==> config.mk <==
export PLATFORM = sky130hd
export DESIGN_NAME = wpdm_front_flat
export DESIGN_NICKNAME = d
export VERILOG_FILES = /design/src/wpdm_pkg.sv /design/src/wpdm_if.sv /design/src/wpdm_front.sv /design/src/flat_wrapper.sv
export VERILOG_INCLUDE_DIRS = /design/src /design/src/src
export SDC_FILE = /design/constraint.sdc
export NUM_CORES = 1
export LEC_CHECK = 0
export BUFFER_PORTS_ARGS = -buffer_cell sky130_fd_sc_hd__buf_2
export CAP_MARGIN = 20
export CORE_MARGIN = 2
export CORE_UTILIZATION = 35
export DETAILED_ROUTE_END_ITERATION = 8
export HOLD_SLACK_MARGIN = 0.12
export PLACE_DENSITY = 0.69
export SYNTH_ARGS = -nofsm -noshare
export SYNTH_HDL_FRONTEND = slang
export SYNTH_SLANG_ARGS = --single-unit
==> constraint.sdc <==
create_clock -name clk -period 2.2 [get_ports clk]
set_input_delay 0.22 -clock clk [delete_from_list [all_inputs] [get_ports clk]]
set_output_delay 0.22 -clock clk [all_outputs]
set_load 0.02 [all_outputs]
==> src/waveform_period_duty_measure_unit_assert.svh <==
// ----------------------------------------------------------------------------
// Assertion macros
// Shared concurrent assertion helpers for the period/duty meter.
// ----------------------------------------------------------------------------
`ifndef WAVEFORM_PERIOD_DUTY_MEASURE_UNIT_ASSERT_SVH
`define WAVEFORM_PERIOD_DUTY_MEASURE_UNIT_ASSERT_SVH
`ifndef NO_ASSERTIONS
`define WPDM_ASSERT(lbl, prop, msg) \
  lbl: assert property (@(posedge clk) disable iff (rst) prop) else $error(msg);
`define WPDM_ASSERT_NEVER(lbl, cond, msg) \
  lbl: assert property (@(posedge clk) disable iff (rst) !(cond)) else $error(msg);
`else
`define WPDM_ASSERT(lbl, prop, msg)
`define WPDM_ASSERT_NEVER(lbl, cond, msg)
`endif
`endif

==> src/wpdm_pkg.sv <==
// ----------------------------------------------------------------------------
// wpdm_pkg
// Widths, constants and shared types of the period/duty meter.
// ----------------------------------------------------------------------------
`default_nettype none
package wpdm_pkg;
  localparam int MAX_SAMPLES = 512;
  localparam int CNT_W       = $clog2(MAX_SAMPLES + 1);
  localparam int IDX_W       = $clog2(MAX_SAMPLES);
  localparam int RAM_DEPTH   = 2 * MAX_SAMPLES;
  localparam int RAM_AW      = IDX_W + 1;
  localparam int POS_W       = $clog2(10 * MAX_SAMPLES + 1);
  localparam int SPN_W       = 24;
  localparam int PROD_W      = POS_W + SPN_W;
  localparam int DIV_NW      = 48;
  localparam int DIV_DW      = 32;
  localparam int HMUL_W      = CNT_W + 14;
  localparam int JOBQ_DEPTH  = 2;
  localparam int JOBQ_PW     = $clog2(JOBQ_DEPTH);

  localparam logic [SPN_W-1:0]  SPN_RESET    = 24'd1000;
  localparam logic [DIV_DW-1:0] TENTH_NS_US  = 32'd10000;
  localparam logic [DIV_NW-1:0] FREQ_SCALE   = 48'd10000000;
  localparam logic [13:0]       DUTY_SCALE   = 14'd10000;
  localparam logic [9:0]        DUTY_MAX     = 10'd1000;
  localparam logic [7:0]        LEVEL_MAX    = 8'hFF;

  typedef struct packed {
    logic             bank;
    logic [CNT_W-1:0] count;
    logic [7:0]       min_level;
    logic [7:0]       max_level;
  } job_t;

  typedef struct packed {
    logic valid;
    logic bank;
  } release_t;
endpackage
`default_nettype wire

==> src/wpdm_if.sv <==
// ----------------------------------------------------------------------------
// wpdm channels
// Valid/ready channels for samples in and measurement results out.
// ----------------------------------------------------------------------------
`default_nettype none
interface wpdm_sample_if;
  logic       valid;
  logic       ready;
  logic [7:0] sample;
  logic       last_sample;
  modport source (output valid, output sample, output last_sample, input ready);
  modport sink (input valid, input sample, input last_sample, output ready);
endinterface

`default_nettype wire

==> src/wpdm_front.sv <==
// ----------------------------------------------------------------------------
// wpdm_front
// Sample loader: stores a window into a free bank, tracks min/max, queues it.
// ----------------------------------------------------------------------------
`default_nettype none
`include "waveform_period_duty_measure_unit_assert.svh"
module wpdm_front (
  input  wire logic                          clk,
  input  wire logic                          rst,
  wpdm_sample_if.sink                        samples,
  output logic                               ram_we,
  output logic [wpdm_pkg::RAM_AW-1:0]        ram_waddr,
  output logic [7:0]                         ram_wdata,
  output logic                               job_push,
  output wpdm_pkg::job_t                     job,
  input  wire logic                          q_full,
  input  wire wpdm_pkg::release_t            rel
);
  logic                          wbank;
  logic [wpdm_pkg::CNT_W-1:0]    count;
  logic [7:0]                    rmin;
  logic [7:0]                    rmax;
  logic [1:0]                    bank_busy;
  logic                          acc;
  logic                          store;
  logic [7:0]                    min_next;
  logic [7:0]                    max_next;
  logic [wpdm_pkg::CNT_W-1:0]    count_next;

  assign samples.ready = !bank_busy[wbank] && !q_full;
  assign acc   = samples.valid && samples.ready;
  assign store = acc && (count < wpdm_pkg::CNT_W'(wpdm_pkg::MAX_SAMPLES));

  assign min_next   = (store && samples.sample < rmin) ? samples.sample : rmin;
  assign max_next   = (store && samples.sample > rmax) ? samples.sample : rmax;
  assign count_next = store ? count + 1'b1 : count;

  assign ram_we    = store;
  assign ram_waddr = {wbank, count[wpdm_pkg::IDX_W-1:0]};
  assign ram_wdata = samples.sample;

  assign job_push      = acc && samples.last_sample;
  assign job.bank      = wbank;
  assign job.count     = count_next;
  assign job.min_level = min_next;
  assign job.max_level = max_next;

  always_ff @(posedge clk) begin
    if (rst) begin
      wbank     <= 1'b0;
      count     <= '0;
      rmin      <= wpdm_pkg::LEVEL_MAX;
      rmax      <= '0;
      bank_busy <= '0;
    end else begin
      if (rel.valid) begin
        bank_busy[rel.bank] <= 1'b0;
      end
      if (job_push) begin
        count            <= '0;
        rmin             <= wpdm_pkg::LEVEL_MAX;
        rmax             <= '0;
        bank_busy[wbank] <= 1'b1;
        wbank            <= !wbank;
      end else begin
        count <= count_next;
        rmin  <= min_next;
        rmax  <= max_next;
      end
    end
  end

  `WPDM_ASSERT(a_push_room, job_push |-> !q_full, "window queued into a full queue")
  `WPDM_ASSERT(a_release_busy, rel.valid |-> bank_busy[rel.bank], "release of a free bank")
  `WPDM_ASSERT(a_window_cleared, job_push |=> (count == '0), "window count not cleared")
endmodule
`default_nettype wire

==> src/flat_wrapper.sv <==
// flat-port wrapper written by rule: the top's interface ports become plain ports
module wpdm_front_flat 
  (clk, rst, ram_we, ram_waddr, ram_wdata, job_push, job, q_full, rel, samples_valid, samples_sample, samples_last_sample, samples_ready);
  wpdm_sample_if samples_i ();
  input  wire logic clk;
  input  wire logic rst;
  output logic ram_we;
  output logic [wpdm_pkg::RAM_AW-1:0] ram_waddr;
  output logic [7:0] ram_wdata;
  output logic job_push;
  output wpdm_pkg::job_t job;
  input  wire logic q_full;
  input  wire wpdm_pkg::release_t rel;
  input wire logic [$bits(samples_i.valid)-1:0] samples_valid;
  input wire logic [$bits(samples_i.sample)-1:0] samples_sample;
  input wire logic [$bits(samples_i.last_sample)-1:0] samples_last_sample;
  output wire logic [$bits(samples_i.ready)-1:0] samples_ready;
  assign samples_i.valid = samples_valid;
  assign samples_i.sample = samples_sample;
  assign samples_i.last_sample = samples_last_sample;
  assign samples_ready = samples_i.ready;
  wpdm_front u_core (.clk(clk), .rst(rst), .samples(samples_i), .ram_we(ram_we), .ram_waddr(ram_waddr), .ram_wdata(ram_wdata), .job_push(job_push), .job(job), .q_full(q_full), .rel(rel));
endmodule
==> run_results.csv, run 1 <==
group,metric,value,unit
outcome,outcome,"finished with violations",
outcome,violations,"negative setup slack",
place,hpwl,3270,um
die,die_w,78.1,um
cts,clk_pin_slew,0.07,ns
cts,insertion_delay,0.28,ns
logic_synthesis,syn-cell-area,1920,um2
sta,period_minus_slack,2.26,ns
sta,fin_ws,-0.0629,ns
logic_synthesis,synth_top_area_share,30.2,%
sta,relSlewSlack,57.3,%
pwr,power_leakage,1.32,nW
worst_setup_path,end_kind,"output pin",
die,initial_utilization,36.9,%
sta,post-route-period-util,103,%
cells_and_area,final_common_cell,"buf_2",
grt,grt_pass1_wl,7470,um
worst_setup_path,critPathMaxFanout,5,
die,dieArea,6090,um2
worst_setup_path,worstPathArrival,2.04,ns
logic_synthesis,synth_edf_count,0,
worst_setup_path,crit_type,"register to output pin",
grt,antenna_found_initial,0,
place,place.gp.congestion,0.768,
pwr,finalPower,0.00150,W
route,viasPerCell,4.84,
cells_and_area,layout_common_cells,"buf_2 (46), buf_4 (22), dfxtp_1 (19)",
die,die_h,78.1,um
route,ant_nets,0,
grt,grt_pass1_vias,1576,
place,placed_cell_area,2190,um2
cells_and_area,area_growth,44.2,%
cts,holdBufCountCts,0,
route,first_pass_iters,4,
cts,cts_tree,"yes",
pwr,power_density,544,nW/um2
logic_synthesis,seq_area_frac_synth,30.2,%
logic_synthesis,ys_warn_count,0,
grt,grtUsageTotal,15.4,%
cts,htreeDepth,2,
grt,overflow,0,
sta,slew_viol_final,0,
pwr,peakVddDrop,0.269,mV
sta,hold_viol,0,
grt,grt_max_degree,20,
logic_synthesis,ys_ff_latch,29,
logic_synthesis,synth_area_leaders,"dfxtp_1 (30%), ha_1 (10%), buf_4 (7.8%)",
die,fp.coreArea,5200,um2
run,drv_cap,0,
cts,cts.sink_count,29,
cts,cts_root_buf,"clkbuf_8",
worst_hold_path,hp-class,"input pin to register",
cells_and_area,drive_above_1_share,54.8,%
route,drcViolationCount,0,
cells_and_area,nNetsFinal,322,
route,wl_per_cell,13.1,um
logic_synthesis,yosysTopAreaCell,"dfxtp_1",
cells_and_area,fin_area,2770,um2
sta,fmax,442,MHz
cells_and_area,antenna_cells,0,
route,vias,1752,
sta,setup_viol,10,
cts,cts_made_buffers,5,
cts,cts_buffer_depth,2,
route,wirelength,4760,um
logic_synthesis,ys_async_sr_fraction,0,%
die,fp-row-count,26,
worst_setup_path,start_kind,"register",
logic_synthesis,synthesis.nets,258,
route,first_iter_violations,49,
sta,rsz0062_at_grt,"true",
logic_synthesis,syn_inst,227,
die,pin_count,63,
place,io_buffer_count,62,
logic_synthesis,syn_avg_cell_area,8.46,um2
worst_setup_path,required,1.98,ns
sta,tightest_slew,0.639,ns
logic_synthesis,synth_flop_cell,"dfxtp_1",
logic_synthesis,synth.distinct_cells,41,
sta,clock_skew,0.00884,ns
[where the power goes]
group	internal (W)	total [W]	switching, W
clock network	0.000283	0.000495	0.000212
logic	0.000206	0.000450	0.000244
registers	0.000547	0.000561	0.0000140
[metal layers]
| layer | part of all wire, % | up-vias | track usage (%) |
|---|---|---|---|
| li1 | - | 891 | - |
| met1 | 48 | 828 | 20.0 |
| met2 | 49 | 31 | 25.7 |
| met3 | 3.0 | 2 | 3.33 |
| met4 | 0.44 | 0 | 4.21 |
| met5 | 0 | - | 0 |
[state kept, by name, summed over array words and instances, names as in the netlist]
signal and flops:
u_core.count 10, u_core.rmin 8, u_core.wbank 1, u_core.bank_busy 2, u_core.rmax 8
[per-stage QoR]
step | setup TNS, ns | hold slack, ns | utilization [%] | cells | worst slack, ns
after floorplan | 0 | 0.289 | - | 227 | 0.250
after global placement | 0 | 0.444 | 42.0 | 342 | 0.0833
after detailed placement | 0 | 0.457 | 42.0 | 342 | 0.0700
after CTS | -0.0624 | 0.162 | 50.5 | 361 | -0.0149
after global routing | -1.52 | 0.168 | 53.2 | 362 | -0.143
final | -0.370 | 0.167 | 53.2 | 362 | -0.0629
[path summary, 6_finish.rpt]
path                                                 from                             end  slack, ns  cells after the start
worst max-delay path            u_core.rmin[3]$_SDFF_PP1_                          job[8]      -0.06                      8
worst min-delay path                                  rst  u_core.bank_busy[0]$_SDFF_PP0_       0.17                      2
worst max register to register  u_core.rmin[5]$_SDFF_PP1_       u_core.rmin[1]$_SDFF_PP1_       0.28                     10
worst min register to register  u_core.rmax[1]$_SDFF_PP0_       u_core.rmax[1]$_SDFF_PP0_       0.48                      2
[synthesized netlist by cell type, types with 2 or more instances]
master    number
nand2_1       19
a21oi_1       15
mux2_4         5
mux2i_1        6
nand3b_1       2
inv_1         20
nand3_1       13
and2_1        11
ha_1          16
nand2b_1       4
xnor2_1        6
mux2_2         2
buf_4         20
nor3_1         3
dfxtp_1       29
nor2_1        16
buf_6          2
xor2_1         3
nand4_1        4
o21ai_0        9
o211ai_1       2
[worst max-delay path: stages, from the launching register on]
cell and delay, ns:
dfxtp_2 0.34, inv_2 0.05, ha_4 0.25, o21a_1 0.13
nor2_2 0.05, o31a_4 0.39, nand2_8 0.11, mux2_4 0.31
buf_6 0.13
[repair_timing]
| action | in CTS | in global routing |
|---|---|---|
| buffers inserted | 10 | 1 |
| resized for setup | 67 | 35 |
| gates cloned | 1 | 0 |
| endpoints found under the setup margin | 14 | 20 |
| pin swaps | 10 | 6 |
[kinds of logic (layout without fill, tap and decap cells)]
logic type	count (synthesis)	count (layout)	share of synthesized area, %
muxes	13	13	8.21
DFF	29	29	30.2
and+or+nand+nor	80	81	21.7
AOI/OAI and AO/OA	36	36	11.9
xor gates and xnor gates	9	9	4.11
buffers and inverters	44	108	13.4
adders and majority gates	16	16	10.4
[final cells by class]
cell class	instances	area, um2
Clock buffer	7	96.3
Timing Repair Buffer	80	531
Inverter	20	75.1
Fill cell	480	2440
Multi-Input combinational cell	155	1380
Sequential cell	29	593
Tap cell	70	87.6
Clock inverter	1	5.00
(Power assumes the default switching activity.)
==> run 2: changes to the inputs <==
- MAX_ROUTING_LAYER: default -> met4
==> run 2 against run 1 <==
Effect of this change:
- the flow still finishes with violations (negative setup slack)
- sequential cell count unchanged
- setup slack about the same
- clock skew hardly changed
- design area unchanged
- first-iteration DRC count shrank 4.1%
- count of clock-buffer cells in the layout unchanged
- worst hold slack about the same
- clock power is essentially flat
- register-to-register slack barely moved
- sequential power about the same
- wire length down 0.67%
- critical path depth is the same
- critical path type unchanged
- critical endpoint unchanged
- largest power group unchanged
==> run_results.csv, run 2 (synthesis gave the netlist of run 1 again) <==
group,metric,value,unit
worst_setup_path,crit_type,"register to output pin",
outcome,outcome,"finished with violations",
outcome,violations,"negative setup slack",
route,top_layer,"met4",
grt,grt_max_degree,20,
route,wl_met2,2310,um
worst_setup_path,end_kind,"output pin",
cells_and_area,layout_common_cells,"buf_2 (46), buf_4 (22), dfxtp_1 (19)",
cells_and_area,top_register,"u_core.count",
cts,holdBufCountCts,0,
route,wl_met1,2240,um
worst_setup_path,critPathMaxFanout,5,
die,fp.coreArea,5200,um2
sta,relSlewSlack,57.3,%
sta,tightest_slew,0.639,ns
cells_and_area,antenna_cells,0,
cts,cts_made_buffers,5,
grt,overflow,0,
place,hpwl,3270,um
cells_and_area,drive_above_1_share,54.8,%
route,ant_nets,0,
sta,setup_tns,-0.371,ns
die,fp-row-count,26,
die,die_h,78.1,um
pwr,power_leakage,1.32,nW
sta,post-route-period-util,103,%
sta,fmax,442,MHz
route,wl_per_cell,13.1,um
sta,fin_ws,-0.0627,ns
worst_hold_path,min_to,"u_core.bank_busy[0]$_SDFF_PP0_",
cts,htreeDepth,2,
route,viasPerCell,4.83,
cts,cts_root_buf,"clkbuf_8",
worst_hold_path,holdPathStages,2,
place,place.gp.congestion,0.778,
worst_setup_path,regToRegEndpoint,"u_core.rmin[1]$_SDFF_PP1_",
sta,setup_viol,10,
run,drv_cap,0,
route,wl_met3,128,um
cells_and_area,final_common_cell,"buf_2",
cells_and_area,area_growth,44.2,%
worst_hold_path,hold_start,"rst",
die,die_w,78.1,um
die,dieArea,6090,um2
sta,hold_viol,0,
cts,cts_tree,"yes",
grt,grt_pass1_wl,7480,um
sta,period_minus_slack,2.26,ns
cts,cts.sink_count,29,
route,vias,1749,
cts,clk_pin_slew,0.07,ns
worst_setup_path,start_kind,"register",
sta,rsz0062_at_grt,"true",
die,initial_utilization,36.9,%
sta,worst_hold_slack,0.167,ns
sta,slew_viol_final,0,
worst_setup_path,worstPathArrival,2.04,ns
cells_and_area,largest_reg_flops,10,
route,drcViolationCount,0,
cells_and_area,nNetsFinal,322,
pwr,peakVddDrop,0.271,mV
worst_setup_path,r2r_slack,0.28,ns
route,first_pass_iters,4,
cells_and_area,fillers,480,
worst_hold_path,hp-class,"input pin to register",
cells_and_area,reg.largest.list,"u_core.count: 10 flops, u_core.rmax: 8 flops, u_core.rmin: 8 flops",
route,wirelength,4730,um
sta,clock_skew,0.00878,ns
worst_setup_path,worstReg2RegStart,"u_core.rmin[5]$_SDFF_PP1_",
place,pre_cts_ws,0.0700,ns
cts,cts_buffer_depth,2,
route,first_iter_violations,47,
die,pin_count,63,
pwr,power_density,544,nW/um2
worst_setup_path,r2r_cells,10,
grt,grtUsageTotal,15.8,%
worst_setup_path,required,1.98,ns
cts,insertion_delay,0.28,ns
place,io_buffer_count,62,
grt,grt_pass1_vias,1571,
grt,antenna_found_initial,0,
[run 2: cell counts in the layout (fill, tap and decap cells not counted)]
No cell type changed its count.
[run 2: worst max path at each step]
stage                                    startpoint      end  slack (ns)  depth (start not counted)
after floorplan           u_core.wbank$_SDFFE_PP0P_   job[0]        0.25                          7
after global routing      u_core.rmin[3]$_SDFF_PP1_   job[8]       -0.14                          8
final                     u_core.rmin[3]$_SDFF_PP1_   job[8]       -0.06                          8
after global placement    u_core.rmin[6]$_SDFF_PP1_  job[15]        0.08                          7
after CTS                 u_core.rmin[3]$_SDFF_PP1_  job[12]       -0.01                          8
after detailed placement          samples_sample[7]  job[15]        0.07                          7
[run 2: layer usage]
| layer | global-route usage (%) | up-vias |
|---|---|---|
| li1 | - | 890 |
| met1 | 20.6 | 825 |
| met2 | 25.5 | 30 |
| met3 | 2.87 | 4 |
| met4 | 4.21 | 0 |
| met5 | - | - |
[run 2: area by class of cell]
type | instances | area, um2 | area share (%)
multi-input combinational | 155 | 1380 | 49.9
sequential | 29 | 593 | 21.4
timing repair buffer | 80 | 531 | 19.2
clock buffer | 7 | 96.3 | 3.48
tap | 70 | 87.6 | 3.16
inverter | 20 | 75.1 | 2.71
clock inverter | 1 | 5.00 | 0.181
[run 2: report_power, final]
group / switching [W] / internal (W) / leakage [nW]
Clock: 0.000214 / 0.000283 / 0.0542
Combinational: 0.000244 / 0.000206 / 1.04
Sequential: 0.0000139 / 0.000547 / 0.235
[run 2: repair_timing]
action | 4_1_cts | 5_1_grt
pin swaps | 10 | 6
gates resized for setup | 67 | 35
cloned | 1 | 0
setup buffers | 10 | 1
setup endpoints to repair | 14 | 20
[run 2: metrics by stage]
stage	cells	cell area [um2]	total power, W	util (%)
floorplan	227	1920	0.000803	-
global placement	342	2190	0.000888	42.0
detailed placement	342	2190	0.000893	42.0
CTS	361	2630	0.00147	50.5
global route	362	2770	0.00158	53.2
finish	362	2770	0.00151	53.2
[run 2: critical path, cell delays in order, from the launching register on]
cell and delay [ns]:
dfxtp_2 0.34, inv_2 0.05, ha_4 0.25, o21a_1 0.13, nor2_2 0.05, o31a_4 0.39, nand2_8 0.11, mux2_4 0.31
buf_6 0.13
==> run 3: changes to the inputs <==
- BUFFER_PORTS_ARGS: -buffer_cell sky130_fd_sc_hd__buf_2 -> default
- DONT_BUFFER_PORTS: default -> 1
- PLACE_DENSITY: 0.69 -> 0.61
- clock period: 2.2 -> 2.05 ns (I/O delays scaled with it)
==> run 3 against run 2 <==
Effect of this change:
- the run still ends with negative setup slack left
- setup slack got worse by 0.022 ns
- total power up 11%
- via count decreased by 4.3%
- non-clock buffer count shrank 33
- first-iteration DRC count increased by 57%
- die area is the same
- cell count is 9.4% lower
- worst hold slack worse by 0.053 ns
- combinational power fell by 4%
- critical endpoint is now job[15]
==> run_results.csv, run 3 (synthesis gave the netlist of run 1 again) <==
group,metric,value,unit
sta,setup_tns,-1.02,ns
pwr,power_density,601,nW/um2
grt,grt_pass1_vias,1762,
die,fp.coreArea,5200,um2
pwr,finalPower,0.00167,W
die,die_w,78.1,um
pwr,power_leakage,1.20,nW
pwr,p_int,0.00118,W
worst_setup_path,end_kind,"output pin",
sta,worst_hold_slack,0.114,ns
worst_setup_path,cpMaxStageDelayCell,"mux2_4",
cts,htreeDepth,2,
sta,relSlewSlack,53.9,%
run,drv_cap,0,
place,hpwl,3120,um
worst_setup_path,critPathMaxFanout,8,
route,ant_nets,0,
pwr,switching_power,0.000493,W
pwr,clkPwrFrac,38.2,%
cts,cts_root_buf,"clkbuf_8",
pwr,sequentialPowerShare,36.0,%
place,place.gp.congestion,0.792,
route,wirelength,5060,um
pwr,peakVddDrop,0.351,mV
grt,gr-max-usage-layer,"met2",
cells_and_area,antenna_cells,0,
cells_and_area,final_common_cell,"buf_4",
cts,cts_made_buffers,5,
cells_and_area,layout_common_cells,"buf_4 (37), nor2_1 (15), dfxtp_1 (15)",
route,first_pass_iters,4,
sta,rsz0062_at_grt,"true",
worst_setup_path,slowest_delay,0.35,ns
sta,hold_viol,0,
cells_and_area,reg.largest.list,"u_core.count: 10 flops, u_core.rmax: 8 flops, u_core.rmin: 8 flops",
worst_setup_path,r2r_slack,0.16,ns
pwr,pwr-share-comb,25.9,%
sta,clock_skew,0.00387,ns
worst_setup_path,r2r_cells,10,
outcome,violations,"negative setup slack",
cells_and_area,fillers,493,
cells_and_area,nNetsFinal,288,
grt,antenna_found_initial,0,
cts,cts_buffer_depth,2,
grt,grtUsageTotal,18.1,%
pwr,swShare,29.5,%
grt,grt_max_degree,15,
sta,fmax,468,MHz
sta,tightest_slew,0.689,ns
sta,period_minus_slack,2.13,ns
cells_and_area,top_register,"u_core.count",
worst_hold_path,hold_start,"samples_sample[5]",
worst_setup_path,crit_end,"job[15]",
route,viasPerCell,5.10,
grt,grt_pass1_wl,8410,um
cts,insertion_delay,0.28,ns
worst_setup_path,worstPathArrival,1.93,ns
grt,grt_use_met1,21.1,%
grt,grtUsageMet3,4.14,%
die,fp-row-count,26,
worst_setup_path,path_cells,"inv_2, ha_4, a211o_1, o211ai_1, o31a_4, nand2_8, mux2_4",
place,io_buffer_count,0,
route,wl_per_cell,15.4,um
worst_setup_path,required,1.85,ns
die,die_h,78.1,um
die,dieArea,6090,um2
worst_setup_path,crit_type,"register to output pin",
worst_setup_path,start_kind,"register",
route,first_iter_violations,74,
worst_setup_path,regToRegEndpoint,"u_core.rmax[1]$_SDFF_PP0_",
cts,clk_pin_slew,0.07,ns
sta,slew_viol_final,0,
cts,cts.sink_count,29,
place,pre_cts_ws,0.0433,ns
grt,met2_usage,31.6,%
sta,fin_ws,-0.0847,ns
worst_hold_path,hp-class,"input pin to register",
grt,overflow,0,
cells_and_area,area_growth,44.7,%
sta,post-route-period-util,104,%
die,pin_count,63,
cells_and_area,drive_above_1_share,51.9,%
worst_setup_path,crit_start,"u_core.rmin[5]$_SDFF_PP1_",
cells_and_area,largest_reg_flops,10,
sta,setup_viol,15,
die,initial_utilization,36.9,%
cts,cts_tree,"yes",
route,vias,1673,
outcome,outcome,"finished with violations",
route,drcViolationCount,0,
worst_setup_path,worstReg2RegStart,"u_core.rmax[2]$_SDFF_PP0_",
-- run 3: cell types whose count changed in the layout (fill, tap and decap cells not counted), moves of 7 or more --
cell	previous run	this run
nand2_4	1	8
buf_4	22	37
buf_6	12	1
buf_2	46	0
dlygate4sd3_1	0	8
nand3_4	2	9
-- run 3: how the worst min path moves through the flow --
stage / cells past startpoint / to / slack (ns)
after CTS: 3 / u_core.bank_busy[1]$_SDFF_PP0_ / 0.13
after detailed placement: 1 / u_core.bank_busy[1]$_SDFF_PP0_ / 0.28
after global placement: 1 / u_core.bank_busy[0]$_SDFF_PP0_ / 0.28
final: 2 / u_core.rmin[5]$_SDFF_PP1_ / 0.11
after floorplan: 1 / u_core.bank_busy[0]$_SDFF_PP0_ / 0.27
after global routing: 2 / u_core.rmin[5]$_SDFF_PP1_ / 0.14
-- run 3: area by class of cell --
cell class                 instances  area [um2]  area share (%)
multi-input combinational        154        1510            54.3
tap                               70        87.6            3.15
timing repair buffer              47         389            14.0
clock inverter                     2        37.5            1.35
clock buffer                       6        82.6            2.97
inverter                          20        75.1            2.70
sequential                        29         598            21.5
-- run 3: stage by stage --
step / utilization [%] / std cells / area (um2)
2_1_floorplan: - / 227 / 1920
3_3_place_gp: 37.7 / 291 / 1960
3_5_place_dp: 37.7 / 291 / 1960
4_1_cts: 49.7 / 317 / 2590
5_1_grt: 53.4 / 328 / 2780
6_report: 53.4 / 328 / 2780
-- run 3: power groups by stage --
stage               clock network, W  registers [W]  logic, W
floorplan                          0       0.000609  0.000253
global placement                   0       0.000607  0.000275
detailed placement                 0       0.000608  0.000277
CTS                         0.000653       0.000599  0.000388
global route                0.000665       0.000603  0.000471
finish                      0.000638       0.000601  0.000432
-- run 3: worst max-delay path, delay by kind of cell, from the launching register on --
| kind | cells | cell delay (ns) |
|---|---|---|
| AO/OA/AOI/OAI | 3 | 0.61 |
| multiplexers | 1 | 0.35 |
| flip-flops | 1 | 0.32 |
| adder cells (fa/ha/maj) | 1 | 0.20 |
| AND/OR/NAND/NOR | 1 | 0.09 |
| buffers and inverters | 1 | 0.07 |
-- run 3: metal layers --
metal	routed length [um]	share of wire [%]
met5	0	0
met4	27	0.53
met3	258	5.1
met2	2530	50
met1	2240	44
-- run 3: timing repair --
action	4_1_cts	5_1_grt
gates cloned	0	0
hold buffers	8	0
buffers inserted	10	11
resized for setup	86	21
hold endpoints to repair	14	0
setup endpoints to repair	16	22
pin swaps	25	12
